==> config.mk <==
export PLATFORM = sky130hd
export DESIGN_NAME = exact_pattern_matcher
export DESIGN_NICKNAME = d
export VERILOG_FILES = /design/src/epm_pkg.sv /design/src/epm_cell.sv /design/src/exact_pattern_matcher.sv
export SDC_FILE = /design/constraint.sdc
export NUM_CORES = 2
export LEC_CHECK = 0
export ABC_AREA = 1
export BUFFER_PORTS_ARGS = -buffer_cell sky130_fd_sc_hd__clkbuf_2
export CORE_AREA = 2 2 332 416
export DETAILED_ROUTE_END_ITERATION = 6
export DIE_AREA = 0 0 334 418
export PLACE_DENSITY_LB_ADDON = 0.05
export REMOVE_ABC_BUFFERS = 1
export SYNTH_ARGS = -nofsm -noshare
export SYNTH_HDL_FRONTEND = slang
export SYNTH_SLANG_ARGS = --single-unit
==> constraint.sdc <==
create_clock -name clock -period 10.4 [get_ports clock]
set_input_delay 1.04 -clock clock [delete_from_list [all_inputs] [get_ports clock]]
set_output_delay 1.04 -clock clock [all_outputs]
set_load 0.01 [all_outputs]
==> src/epm_pkg.sv <==
`default_nettype none

package epm_pkg;

   // pattern capacity, one cell per pattern byte
   localparam int MAX_PATTERN = 64;
   localparam int CELL_W      = (MAX_PATTERN > 2) ? $clog2(MAX_PATTERN) : 1;

   // match flags are folded in groups before the final reduction
   localparam int GRP_SIZE = 8;
   localparam int NUM_GRP  = (MAX_PATTERN + GRP_SIZE - 1) / GRP_SIZE;

   // field widths
   localparam int OP_W    = 2;
   localparam int IDX_W   = 6;
   localparam int BYTE_W  = 8;
   localparam int LEN_W   = 7;
   localparam int POS_W   = 32;
   localparam int WIDE_W  = 16;
   localparam int REQ_W   = 16;
   localparam int RSP_W   = 2 * POS_W;

   localparam logic [POS_W-1:0] POS_MAX = '1;

   // item kinds carried on the request tuser
   localparam logic [OP_W-1:0] OP_START = 2'd0;
   localparam logic [OP_W-1:0] OP_WRITE = 2'd1;
   localparam logic [OP_W-1:0] OP_TEXT  = 2'd2;

   // controls shared by every cell of the row
   typedef struct packed {
      logic text_shift;
      logic ring_rotate;
      logic eq_load;
   } cell_ctrl_type;

endpackage

`default_nettype wire

==> src/epm_cell.sv <==
`default_nettype none

module epm_cell (
   input  wire                         clock,
   input  epm_pkg::cell_ctrl_type      ctrl,
   input  wire                         cell_used,
   input  wire                         pat_we,
   input  wire [epm_pkg::BYTE_W-1:0]   pat_wdata,
   input  wire [epm_pkg::BYTE_W-1:0]   text_in,
   input  wire [epm_pkg::BYTE_W-1:0]   ring_in,
   output logic [epm_pkg::BYTE_W-1:0]  text_out,
   output logic [epm_pkg::BYTE_W-1:0]  ring_out,
   output logic                        eq_out
);

   logic [epm_pkg::BYTE_W-1:0] text_ff;
   logic [epm_pkg::BYTE_W-1:0] pat_ff;
   logic                       eq_ff;

   // text window slot, shifts toward older positions
   always_ff @(posedge clock) begin
      if (ctrl.text_shift) begin
         text_ff <= text_in;
      end
   end

   // pattern slot, part of the rotating ring
   always_ff @(posedge clock) begin
      if (ctrl.ring_rotate) begin
         pat_ff <= ring_in;
      end else if (pat_we) begin
         pat_ff <= pat_wdata;
      end
   end

   // compare the byte entering this slot against the aligned pattern byte; unused cells match
   always_ff @(posedge clock) begin
      if (ctrl.eq_load) begin
         eq_ff <= (text_in == pat_ff) | ~cell_used;
      end
   end

   assign text_out = text_ff;
   assign ring_out = pat_ff;
   assign eq_out   = eq_ff;

endmodule

`default_nettype wire

==> src/exact_pattern_matcher.sv <==
`default_nettype none

// channel  direction  handshake               payload
// req      in         req_tvalid/req_tready   tuser: opcode; tdata: pattern_index, byte_value
// rsp      out        rsp_tvalid/rsp_tready   tdata: match_start, match_count
// csr      in         csr_we                  csr_wdata: pattern_length
//
// one item per cycle while req_tready is high (no ring rotation, no full pipe); a result
// goes from its text byte through window compare, group reduction and output register
// a pattern_length write rotates the pattern ring one slot per cycle, with req_tready
// low until aligned
// reset is synchronous; it clears positions, counts and all valid flags and sets length to 1
// a stalled result holds in the output register while earlier stages keep filling

module exact_pattern_matcher (
   input  wire                              clock,
   input  wire                              reset,
   input  wire                              req_tvalid,
   output logic                             req_tready,
   input  wire  [epm_pkg::REQ_W-1:0]        req_tdata,   // pattern_index, byte_value, pad
   input  wire  [epm_pkg::OP_W-1:0]         req_tuser,   // opcode
   output logic                             rsp_tvalid,
   input  wire                              rsp_tready,
   output logic [epm_pkg::RSP_W-1:0]        rsp_tdata,   // match_start, match_count
   input  wire                              csr_we,
   input  wire  [epm_pkg::LEN_W-1:0]        csr_wdata    // pattern_length
);

   localparam int N = epm_pkg::MAX_PATTERN;

   logic [epm_pkg::LEN_W-1:0]   len_ff;
   logic [epm_pkg::CELL_W-1:0]  off_ff;
   logic [epm_pkg::CELL_W-1:0]  tgt;
   logic [epm_pkg::WIDE_W-1:0]  len_wide;
   logic                        rotating;

   logic [epm_pkg::OP_W-1:0]    opcode;
   logic [epm_pkg::IDX_W-1:0]   pidx;
   logic [epm_pkg::BYTE_W-1:0]  bval;
   logic                        accept;
   logic                        is_start;
   logic                        is_write;
   logic                        is_text;
   logic                        cand;

   logic [epm_pkg::WIDE_W-1:0]  idx_wide;
   logic [epm_pkg::WIDE_W-1:0]  off_wide;
   logic [epm_pkg::WIDE_W-1:0]  waddr_wide;
   logic [epm_pkg::CELL_W-1:0]  waddr;
   logic                        wr;

   logic [epm_pkg::POS_W-1:0]   pos_ff;

   logic                        s1_load;
   logic                        s1_v_ff;
   logic                        s1_start_ff;
   logic [epm_pkg::POS_W-1:0]   s1_pos_ff;
   logic                        s1_rdy;

   logic                        s2_v_ff;
   logic                        s2_start_ff;
   logic [epm_pkg::POS_W-1:0]   s2_pos_ff;
   logic [epm_pkg::NUM_GRP-1:0] grp_in;
   logic [epm_pkg::NUM_GRP-1:0] grp_ff;
   logic                        s2_rdy;
   logic                        hit;

   logic                        out_v_ff;
   logic [epm_pkg::POS_W-1:0]   out_start_ff;
   logic [epm_pkg::POS_W-1:0]   cnt_ff;
   logic                        out_rdy;

   epm_pkg::cell_ctrl_type      ctrl;
   logic [epm_pkg::BYTE_W-1:0]  text_q [N];
   logic [epm_pkg::BYTE_W-1:0]  ring_q [N];
   logic [N-1:0]                eq_q;

   // request fields
   assign opcode   = req_tuser;
   assign pidx     = req_tdata[epm_pkg::IDX_W-1:0];
   assign bval     = req_tdata[epm_pkg::IDX_W +: epm_pkg::BYTE_W];
   assign accept   = req_tvalid & req_tready;
   assign is_start = (opcode == epm_pkg::OP_START);
   assign is_write = (opcode == epm_pkg::OP_WRITE);
   assign is_text  = (opcode == epm_pkg::OP_TEXT);

   // length register
   always_ff @(posedge clock) begin
      if (reset) begin
         len_ff <= epm_pkg::LEN_W'(1);
      end else if (csr_we) begin
         len_ff <= csr_wdata;
      end
   end

   // effective length minus one, the ring offset to reach
   assign len_wide = epm_pkg::WIDE_W'(len_ff);
   always_comb begin
      if (len_ff == '0) begin
         tgt = '0;
      end else if (len_wide > epm_pkg::WIDE_W'(N)) begin
         tgt = epm_pkg::CELL_W'(N - 1);
      end else begin
         tgt = epm_pkg::CELL_W'(len_wide - epm_pkg::WIDE_W'(1));
      end
   end

   assign rotating = (off_ff != tgt);

   // ring offset, steps once per rotation
   always_ff @(posedge clock) begin
      if (reset) begin
         off_ff <= '0;
      end else if (rotating) begin
         if (off_ff == epm_pkg::CELL_W'(N - 1)) begin
            off_ff <= '0;
         end else begin
            off_ff <= off_ff + epm_pkg::CELL_W'(1);
         end
      end
   end

   // cell holding pattern index i sits at (offset - i) mod N
   assign idx_wide = epm_pkg::WIDE_W'(pidx);
   assign off_wide = epm_pkg::WIDE_W'(off_ff);
   always_comb begin
      if (off_wide >= idx_wide) begin
         waddr_wide = off_wide - idx_wide;
      end else begin
         waddr_wide = epm_pkg::WIDE_W'(off_wide + epm_pkg::WIDE_W'(N) - idx_wide);
      end
   end
   assign waddr = epm_pkg::CELL_W'(waddr_wide);
   assign wr    = accept & is_write & (idx_wide < epm_pkg::WIDE_W'(N));

   // text position, saturating
   always_ff @(posedge clock) begin
      if (reset) begin
         pos_ff <= '0;
      end else if (accept & is_start) begin
         pos_ff <= '0;
      end else if (accept & is_text & (pos_ff != epm_pkg::POS_MAX)) begin
         pos_ff <= pos_ff + epm_pkg::POS_W'(1);
      end
   end

   // a text byte with a full window behind it is a match candidate
   assign cand    = is_text & (pos_ff >= epm_pkg::POS_W'(tgt));
   assign s1_load = accept & (is_start | cand);

   // stage ready chain
   assign out_rdy    = ~out_v_ff | rsp_tready;
   assign s2_rdy     = ~s2_v_ff | out_rdy;
   assign s1_rdy     = ~s1_v_ff | s2_rdy;
   assign req_tready = s1_rdy & ~rotating;

   // row controls
   assign ctrl.text_shift  = accept & is_text;
   assign ctrl.ring_rotate = rotating;
   assign ctrl.eq_load     = s1_load;

   // row of cells
   for (genvar c = 0; c < N; c++) begin : g_cell
      logic [epm_pkg::BYTE_W-1:0] text_in;
      logic [epm_pkg::BYTE_W-1:0] ring_in;

      if (c == 0) begin : g_head
         assign text_in = bval;
         assign ring_in = ring_q[N-1];
      end else begin : g_body
         assign text_in = text_q[c-1];
         assign ring_in = ring_q[c-1];
      end

      epm_cell u_cell (
         .clock     (clock),
         .ctrl      (ctrl),
         .cell_used (epm_pkg::CELL_W'(c) <= off_ff),
         .pat_we    (wr & (waddr == epm_pkg::CELL_W'(c))),
         .pat_wdata (bval),
         .text_in   (text_in),
         .ring_in   (ring_in),
         .text_out  (text_q[c]),
         .ring_out  (ring_q[c]),
         .eq_out    (eq_q[c])
      );
   end

   // stage 1: compare flags sit in the cells
   always_ff @(posedge clock) begin
      if (reset) begin
         s1_v_ff <= 1'b0;
      end else if (s1_rdy) begin
         s1_v_ff <= s1_load;
      end
   end

   always_ff @(posedge clock) begin
      if (s1_load) begin
         s1_start_ff <= is_start;
         s1_pos_ff   <= pos_ff - epm_pkg::POS_W'(tgt);
      end
   end

   // fold compare flags per group
   always_comb begin
      grp_in = '1;
      for (int c = 0; c < N; c++) begin
         grp_in[c / epm_pkg::GRP_SIZE] = grp_in[c / epm_pkg::GRP_SIZE] & eq_q[c];
      end
   end

   // stage 2: group flags
   always_ff @(posedge clock) begin
      if (reset) begin
         s2_v_ff <= 1'b0;
      end else if (s2_rdy) begin
         s2_v_ff <= s1_v_ff;
      end
   end

   always_ff @(posedge clock) begin
      if (s2_rdy & s1_v_ff) begin
         s2_start_ff <= s1_start_ff;
         s2_pos_ff   <= s1_pos_ff;
         grp_ff      <= grp_in;
      end
   end

   assign hit = &grp_ff;

   // output register
   always_ff @(posedge clock) begin
      if (reset) begin
         out_v_ff <= 1'b0;
      end else if (out_rdy) begin
         out_v_ff <= s2_v_ff & ~s2_start_ff & hit;
      end
   end

   always_ff @(posedge clock) begin
      if (out_rdy & s2_v_ff) begin
         out_start_ff <= s2_pos_ff;
      end
   end

   // running match count, saturating, cleared by a start item in order
   always_ff @(posedge clock) begin
      if (reset) begin
         cnt_ff <= '0;
      end else if (out_rdy & s2_v_ff) begin
         if (s2_start_ff) begin
            cnt_ff <= '0;
         end else if (hit & (cnt_ff != epm_pkg::POS_MAX)) begin
            cnt_ff <= cnt_ff + epm_pkg::POS_W'(1);
         end
      end
   end

   assign rsp_tvalid = out_v_ff;
   assign rsp_tdata  = {cnt_ff, out_start_ff};

endmodule

`default_nettype wire

---- Word-level counts from Yosys, hierarchy flattened ----
Cells that the tools add are included.
storage, ports and cells
  word-level logic and storage cells ...... 889
  input bits .............................. 30
  output and inout port bits .............. 66
  flip-flop bits (word level) ............. 1,266
cells by class
  equality and inequality tests ........... 133
  bitwise logic cells ..................... 271
  reduce and logical (&&, ||, !) cells .... 71
  $add $sub $neg .......................... 8
  order comparisons ....................... 68
  muxes and demuxes ....................... 134
operator list
  kind                                                            count
  2-to-1 mux 8 bit                                                128
  equality test 8 bit                                             64
  equality test 6 bit (second input constant)                     33
  less-or-equal comparator 6 bit (first input constant)           32
  AND 1 bit                                                       134
  nonzero test 2 bit                                              65
  equality test 6 x 5 -> 1 bit (second input constant)            16
  less-or-equal comparator 5 x 6 -> 1 bit (first input constant)  16
  NOT 1 bit                                                       69
  OR 1 bit                                                        68
  adder 32 x 1 -> 32 bit (second input constant)                  2
  2-to-1 mux 32 bit                                               2
  inequality test 32 bit (second input constant)                  2
  equality test 6 x 4 -> 1 bit (second input constant)            8
  less-or-equal comparator 4 x 6 -> 1 bit (first input constant)  8
  >= comparator 32 x 6 -> 1 bit                                   1
  subtractor 32 x 6 -> 32 bit                                     1
  equality test 6 x 3 -> 1 bit (second input constant)            4
  less-or-equal comparator 3 x 6 -> 1 bit (first input constant)  4
  2-to-1 mux 6 bit                                                4
  adder 6 x 1 -> 6 bit (second input constant)                    2
  equality test 6 x 2 -> 1 bit (second input constant)            2
  less-or-equal comparator 1 x 6 -> 1 bit (first input constant)  2
  less-or-equal comparator 2 x 6 -> 1 bit (first input constant)  2
  other kinds (15)                                                16

---- Longest topological paths before layout ----
  word-level depth ........................ 12
  depth in mapped cells ................... 19
  mapped depth without buffers ............ 19

---- Hierarchy ----
From an unflattened synthesis, not the netlist that was laid out.
unflattened totals
  cells, all modules ...................... 6,144
  area, all modules ....................... 58,633.7 sq um
by module, submodules not included
  module                 cells an instance  area each (sq um)  seq. area each (sq um)  instances
  epm_cell               76                 755.7              510.5                   64
  exact_pattern_matcher  1,280              10,267.3           4,784.6                 1

---- Worst setup path after synthesis ----
No wires, ideal clock.
  kind .................................... register to register
  start ................................... reg len_ff[0] in the netlist's numbering
  end ..................................... reg g_cell[0].u_cell.text_ff, in the netlist g_cell[0].u_cell.text_out[0], enable pin
  path buffers ............................ 2
  required time ........................... 9.750 ns
  stages on the path, launching flop included .. 15
  period minus slack after synthesis ...... 8.185 ns
  slack ................................... 2.215 ns
  arrival ................................. 7.535 ns
  library setup time ...................... 0.650 ns
  path through ............................ dfxtp_1 > inv_1 > ha_1 > inv_1 > nor3_1 > nand2_1 > buf_6 > nand2_1 > nand3_1 > nand2_1 > nand2_1 > nor2_4 > nand4_1 > nor2_1 > buf_2
RTL lines
  element                 line                         source
  start, declared         exact_pattern_matcher.sv:31  logic [epm_pkg::LEN_W-1:0] len_ff;
  start signal, assigned  exact_pattern_matcher.sv:90  len_ff <= epm_pkg::LEN_W'(1);
  start signal, assigned  exact_pattern_matcher.sv:92  len_ff <= csr_wdata;
  end signal, assigned    epm_cell.sv:23               text_ff <= text_in;
  end, declared           epm_cell.sv:16               logic [epm_pkg::BYTE_W-1:0] text_ff;

==> flow_results.org <==
** Placement
- Count of input and output buffers :: 93
- OpenSTA, run right after detailed placement, puts the worst setup slack at 5240 ps.
- Global placement routability congestion :: 0.847
- Placed standard-cell area :: 56400 sq um
- Counting tap cells, the placed design contains a total of 6261 instances.
- Summed over all nets, the half-perimeter wirelength after detailed placement is 92.6 mm.

** Power
- The worst-case IR drop observed on VDD is 156 uV.
- Summed over all cells, the static leakage comes to 22.7 nW.
- Summing internal, switching and leakage power gives 14.9 mW.
- Dividing total power by cell area gives a power density of 246 nW/um^2.

** Yosys
- Top cell types by occurrence after synthesis :: sky130_fd_sc_hd__nand2_1 (1188), sky130_fd_sc_hd__edfxtp_1 (1186), sky130_fd_sc_hd__xnor2_1 (359)
- Share of Yosys cell area claimed by the top area cell type :: 65.9%
- Avg Cell Area, Syn :: 12.0 sq um
- Sequential share of the synthesized area :: 68.9%
- For this run, asynchronously set or reset flops after synthesis account for 0%.
- The most used flip-flop cell after synthesis is sky130_fd_sc_hd__edfxtp_1.
- Mapped Area :: 54000 sq um
- Post-synth EDFFs :: 1186
- Synthesis Warnings :: 0
- Count leader, synth :: sky130_fd_sc_hd__nand2_1
- Synth Register Bits :: 1266
- Number of instances in the synthesized netlist :: 4519
- Cell type with the highest aggregate area in the netlist :: sky130_fd_sc_hd__edfxtp_1
- Cell types with the largest area share after synthesis :: sky130_fd_sc_hd__edfxtp_1 (66%), sky130_fd_sc_hd__nand2_1 (8.3%), sky130_fd_sc_hd__xnor2_1 (5.8%)
- Counting distinct cell types in the post-synthesis netlist gives 55.

** STA
- Post-route setup slack :: 5300 ps
- The count of final hold-check violations is 0.
- Setup repair after global routing missed its margin :: no
- Clock skew on the completed layout was measured at 29.4 ps.
- Slew of the pin with the lowest slew margin :: 1180 ps
- Timing would allow up to 196 MHz.
- Headroom to the max-slew limit came out at 21.0%.
- Final Critical Period :: 5100 ps
- Tightest hold margin :: 415 ps
- The worst path uses 49.0% of the clock period.
- Setup violation total in the final timing report :: 0
- After routing, the total negative slack on setup checks comes to 0 ps.
- The max-slew violation total from the final report was 0.

** Layout
- Diode count :: 0
- Cells fill 44.8% of the core in the end.
- At the end of the flow, the number of nets in the layout was 4691.
- Register Area :: 37200 sq um
- Area of the multi-input gates :: 14700 sq um
- Of the cells placed in the final design, the portion with a size suffix greater than 1 is 11.6%.
- Number of standard cells in the layout, taps in and fillers out :: 6502
- After filler insertion, the fill cell instance count of the layout stands at 12500.
- Area delta synth->final :: 12.1%
- Post-route standard cell area excluding fillers :: 60500 sq um

** Clock network
- The tree is rooted in a sky130_fd_sc_hd__clkbuf_16.
- Post-CTS repair changed the size of 0 cells.
- Counting the buffers created by CTS gives 137.
- In this run the number of H-tree levels came out at 4.
- Clock insertion delay at the later pin of the skew report :: 780 ps
- After clock tree synthesis, the setup repair step added 0 buffers.
- Clock tree from TritonCTS :: yes
- Hold repair after CTS inserted 0 buffers.
- In this run the deepest clock path goes through 3 buffers.
- Clock-pin slew reported for the worst setup and hold paths after clock tree synthesis :: 60 ps
- Clock net sink count :: 1266

** Global route
- Total track usage :: 20.4%
- Global Route met3 Usage :: 3.05%
- Initial antenna violation count :: 1
- The via count of the first global-routing pass is 33700.
- Total global routing overflow :: 0
- Met1 usage :: 25.4%
- Largest net degree at the start of global routing :: 164
- Global-route wire length before repair :: 212 mm
- The layer flagged by global routing as most heavily used is met2.
- In the global route stage, met2 resource usage came out at 36.0%.

** Worst hold path
- Worst Min Path Start :: s2_pos_ff[3]$_DFFE_PP_
- End of the worst hold path :: out_start_ff[3]$_DFFE_PP_
- Min-Delay Path Depth :: 0
- Kind of path behind the tightest hold check :: flop to flop

** Route
- After detailed routing, the average wire length per cell comes to 21.8 microns.
- Antenna-violating nets left :: 0
- Detailed Routing Iterations Pass 1 :: 5
- The detailed router finished its first iteration with 2382 violations.
- For this block, the via count after detailed routing is 33000.
- Using the TritonRoute via totals, the vias-per-cell ratio works out to 5.08.
- In the routed design, unresolved DRC markers number 0.
- Wires add up to 142 mm.

** Setup path
- Measured in cells, the most critical reg-to-reg path has a length of 19.
- Along the worst path, the maximum fanout reaches 58.
- Data arrives at the worst endpoint at 5500 ps.
- Path type of the worst setup path :: flop to flop
- Worst Setup Start Kind :: flop
- The worst register-to-register path begins at len_ff[0]$_SDFFE_PP1P_.
- Worst EP required :: 10800 ps
- Across all register-to-register paths, the minimum setup slack is 5300 ps.
- The worst setup path is captured at a flop.
- The endpoint identified for the worst register-to-register timing path is g_cell[5].u_cell.eq_out$_DFFE_PP_.

** Floorplan
- I/O pin count :: 96
- The floorplan step set the die height to 418 microns.
- Area of the core region :: 135000 sq um
- The floorplan step defined a die boundary enclosing 140000 sq um.
- Die X :: 334 microns
- Initial core utilization :: 39.9%
- Cell row count :: 151

** Status
- The run finished with clean final reports.

** Job
- Max-cap violations in this run came to 0.
[worst max-delay path, cell delays in order, from the launching register on]
cell and delay, ps:
sky130_fd_sc_hd__dfxtp_1 300, sky130_fd_sc_hd__inv_1 180, sky130_fd_sc_hd__ha_1 230, sky130_fd_sc_hd__inv_1 50, sky130_fd_sc_hd__nor3_1 130, sky130_fd_sc_hd__nand2_1 270, sky130_fd_sc_hd__nand2_1 190, sky130_fd_sc_hd__nand2_1 100
sky130_fd_sc_hd__ha_1 220, sky130_fd_sc_hd__fa_1 410, sky130_fd_sc_hd__o21ai_0 200, sky130_fd_sc_hd__a21oi_1 140, sky130_fd_sc_hd__nor2_1 210, sky130_fd_sc_hd__nor2_1 100, sky130_fd_sc_hd__nand3_1 150, sky130_fd_sc_hd__nor2_1 90
sky130_fd_sc_hd__a21oi_1 130, sky130_fd_sc_hd__nand2_1 170, sky130_fd_sc_hd__inv_4 710, sky130_fd_sc_hd__buf_4 670
[layout by cell type (no fill, tap or decap), types with 24 or more instances in the layout]
cell | synthesis | final
sky130_fd_sc_hd__clkinv_2 | 0 | 24
sky130_fd_sc_hd__xor2_1 | 52 | 52
sky130_fd_sc_hd__inv_1 | 357 | 355
sky130_fd_sc_hd__buf_4 | 5 | 42
sky130_fd_sc_hd__nand2_1 | 1188 | 1186
sky130_fd_sc_hd__a21oi_1 | 49 | 49
sky130_fd_sc_hd__clkbuf_2 | 0 | 93
sky130_fd_sc_hd__edfxtp_1 | 1186 | 1186
sky130_fd_sc_hd__clkinv_1 | 4 | 32
sky130_fd_sc_hd__clkbuf_1 | 53 | 28
sky130_fd_sc_hd__nor3_1 | 36 | 36
sky130_fd_sc_hd__o21ai_2 | 70 | 70
sky130_fd_sc_hd__dfxtp_1 | 80 | 80
sky130_fd_sc_hd__nand3_1 | 149 | 149
sky130_fd_sc_hd__clkbuf_16 | 0 | 139
sky130_fd_sc_hd__xnor2_1 | 359 | 359
sky130_fd_sc_hd__o21ai_1 | 102 | 102
sky130_fd_sc_hd__or2_2 | 123 | 123
sky130_fd_sc_hd__o21ai_0 | 94 | 94
sky130_fd_sc_hd__nor2_1 | 205 | 198
sky130_fd_sc_hd__nand4_1 | 157 | 157
[logic make-up after synthesis]
group,count (synthesis),share of synthesized area [%]
AO/OA/AOI/OAI,408,4.79
AND/OR/NAND/NOR,1896,15.2
buffers and inverters,518,3.96
adder cells (fa/ha/maj),20,0.491
flip-flops,1266,68.9
XOR/XNOR,411,6.66
[worst max-delay path by stage]
| stage | startpoint | end | depth (start not counted) |
|---|---|---|---|
| final | len_ff[0]$_SDFFE_PP1P_ | g_cell[5].u_cell.eq_out$_DFFE_PP_ | 19 |
| after global routing | len_ff[0]$_SDFFE_PP1P_ | g_cell[44].u_cell.eq_out$_DFFE_PP_ | 19 |
| after CTS | len_ff[0]$_SDFFE_PP1P_ | g_cell[47].u_cell.eq_out$_DFFE_PP_ | 19 |
| after detailed placement | len_ff[0]$_SDFFE_PP1P_ | g_cell[0].u_cell.eq_out$_DFFE_PP_ | 19 |
| after global placement | len_ff[0]$_SDFFE_PP1P_ | g_cell[0].u_cell.eq_out$_DFFE_PP_ | 19 |
| after floorplan | req_tuser[1] | g_cell[0].u_cell.text_out[0]$_DFFE_PP_ | 4 |
[where the power goes]
| group | internal [mW] | switching, mW | leakage [nW] |
|---|---|---|---|
| clock | 2.65 | 2.04 | 2.05 |
| combinational | 1.15 | 1.42 | 9.08 |
| sequential | 6.99 | 0.673 | 11.6 |
[metal layers]
metal	vias to the layer above	part of all wire [%]
met5	-	0
met2	725	51
li1	15800	-
met3	222	4.1
met1	16300	42
met4	0	3.2
[area by class of cell]
cell class	instances	area share [%]
sequential	1266	61.5
multi-input combinational	2735	24.3
clock buffer	167	5.92
tap	1759	3.63
inverter	363	2.27
timing repair buffer	138	1.39
clock inverter	74	1.01
[state kept, by name, summed over array words and instances, names as in the netlist, 6 cells and up]
register and cells:
g_cell.u_cell.eq_out 64, s2_pos_ff 32, g_cell.u_cell.ring_out 512, len_ff 7
out_start_ff 32, s1_pos_ff 32, grp_ff 8, cnt_ff 32
pos_ff 32, g_cell.u_cell.text_out 504, off_ff 6
(Power assumes the default switching activity.)
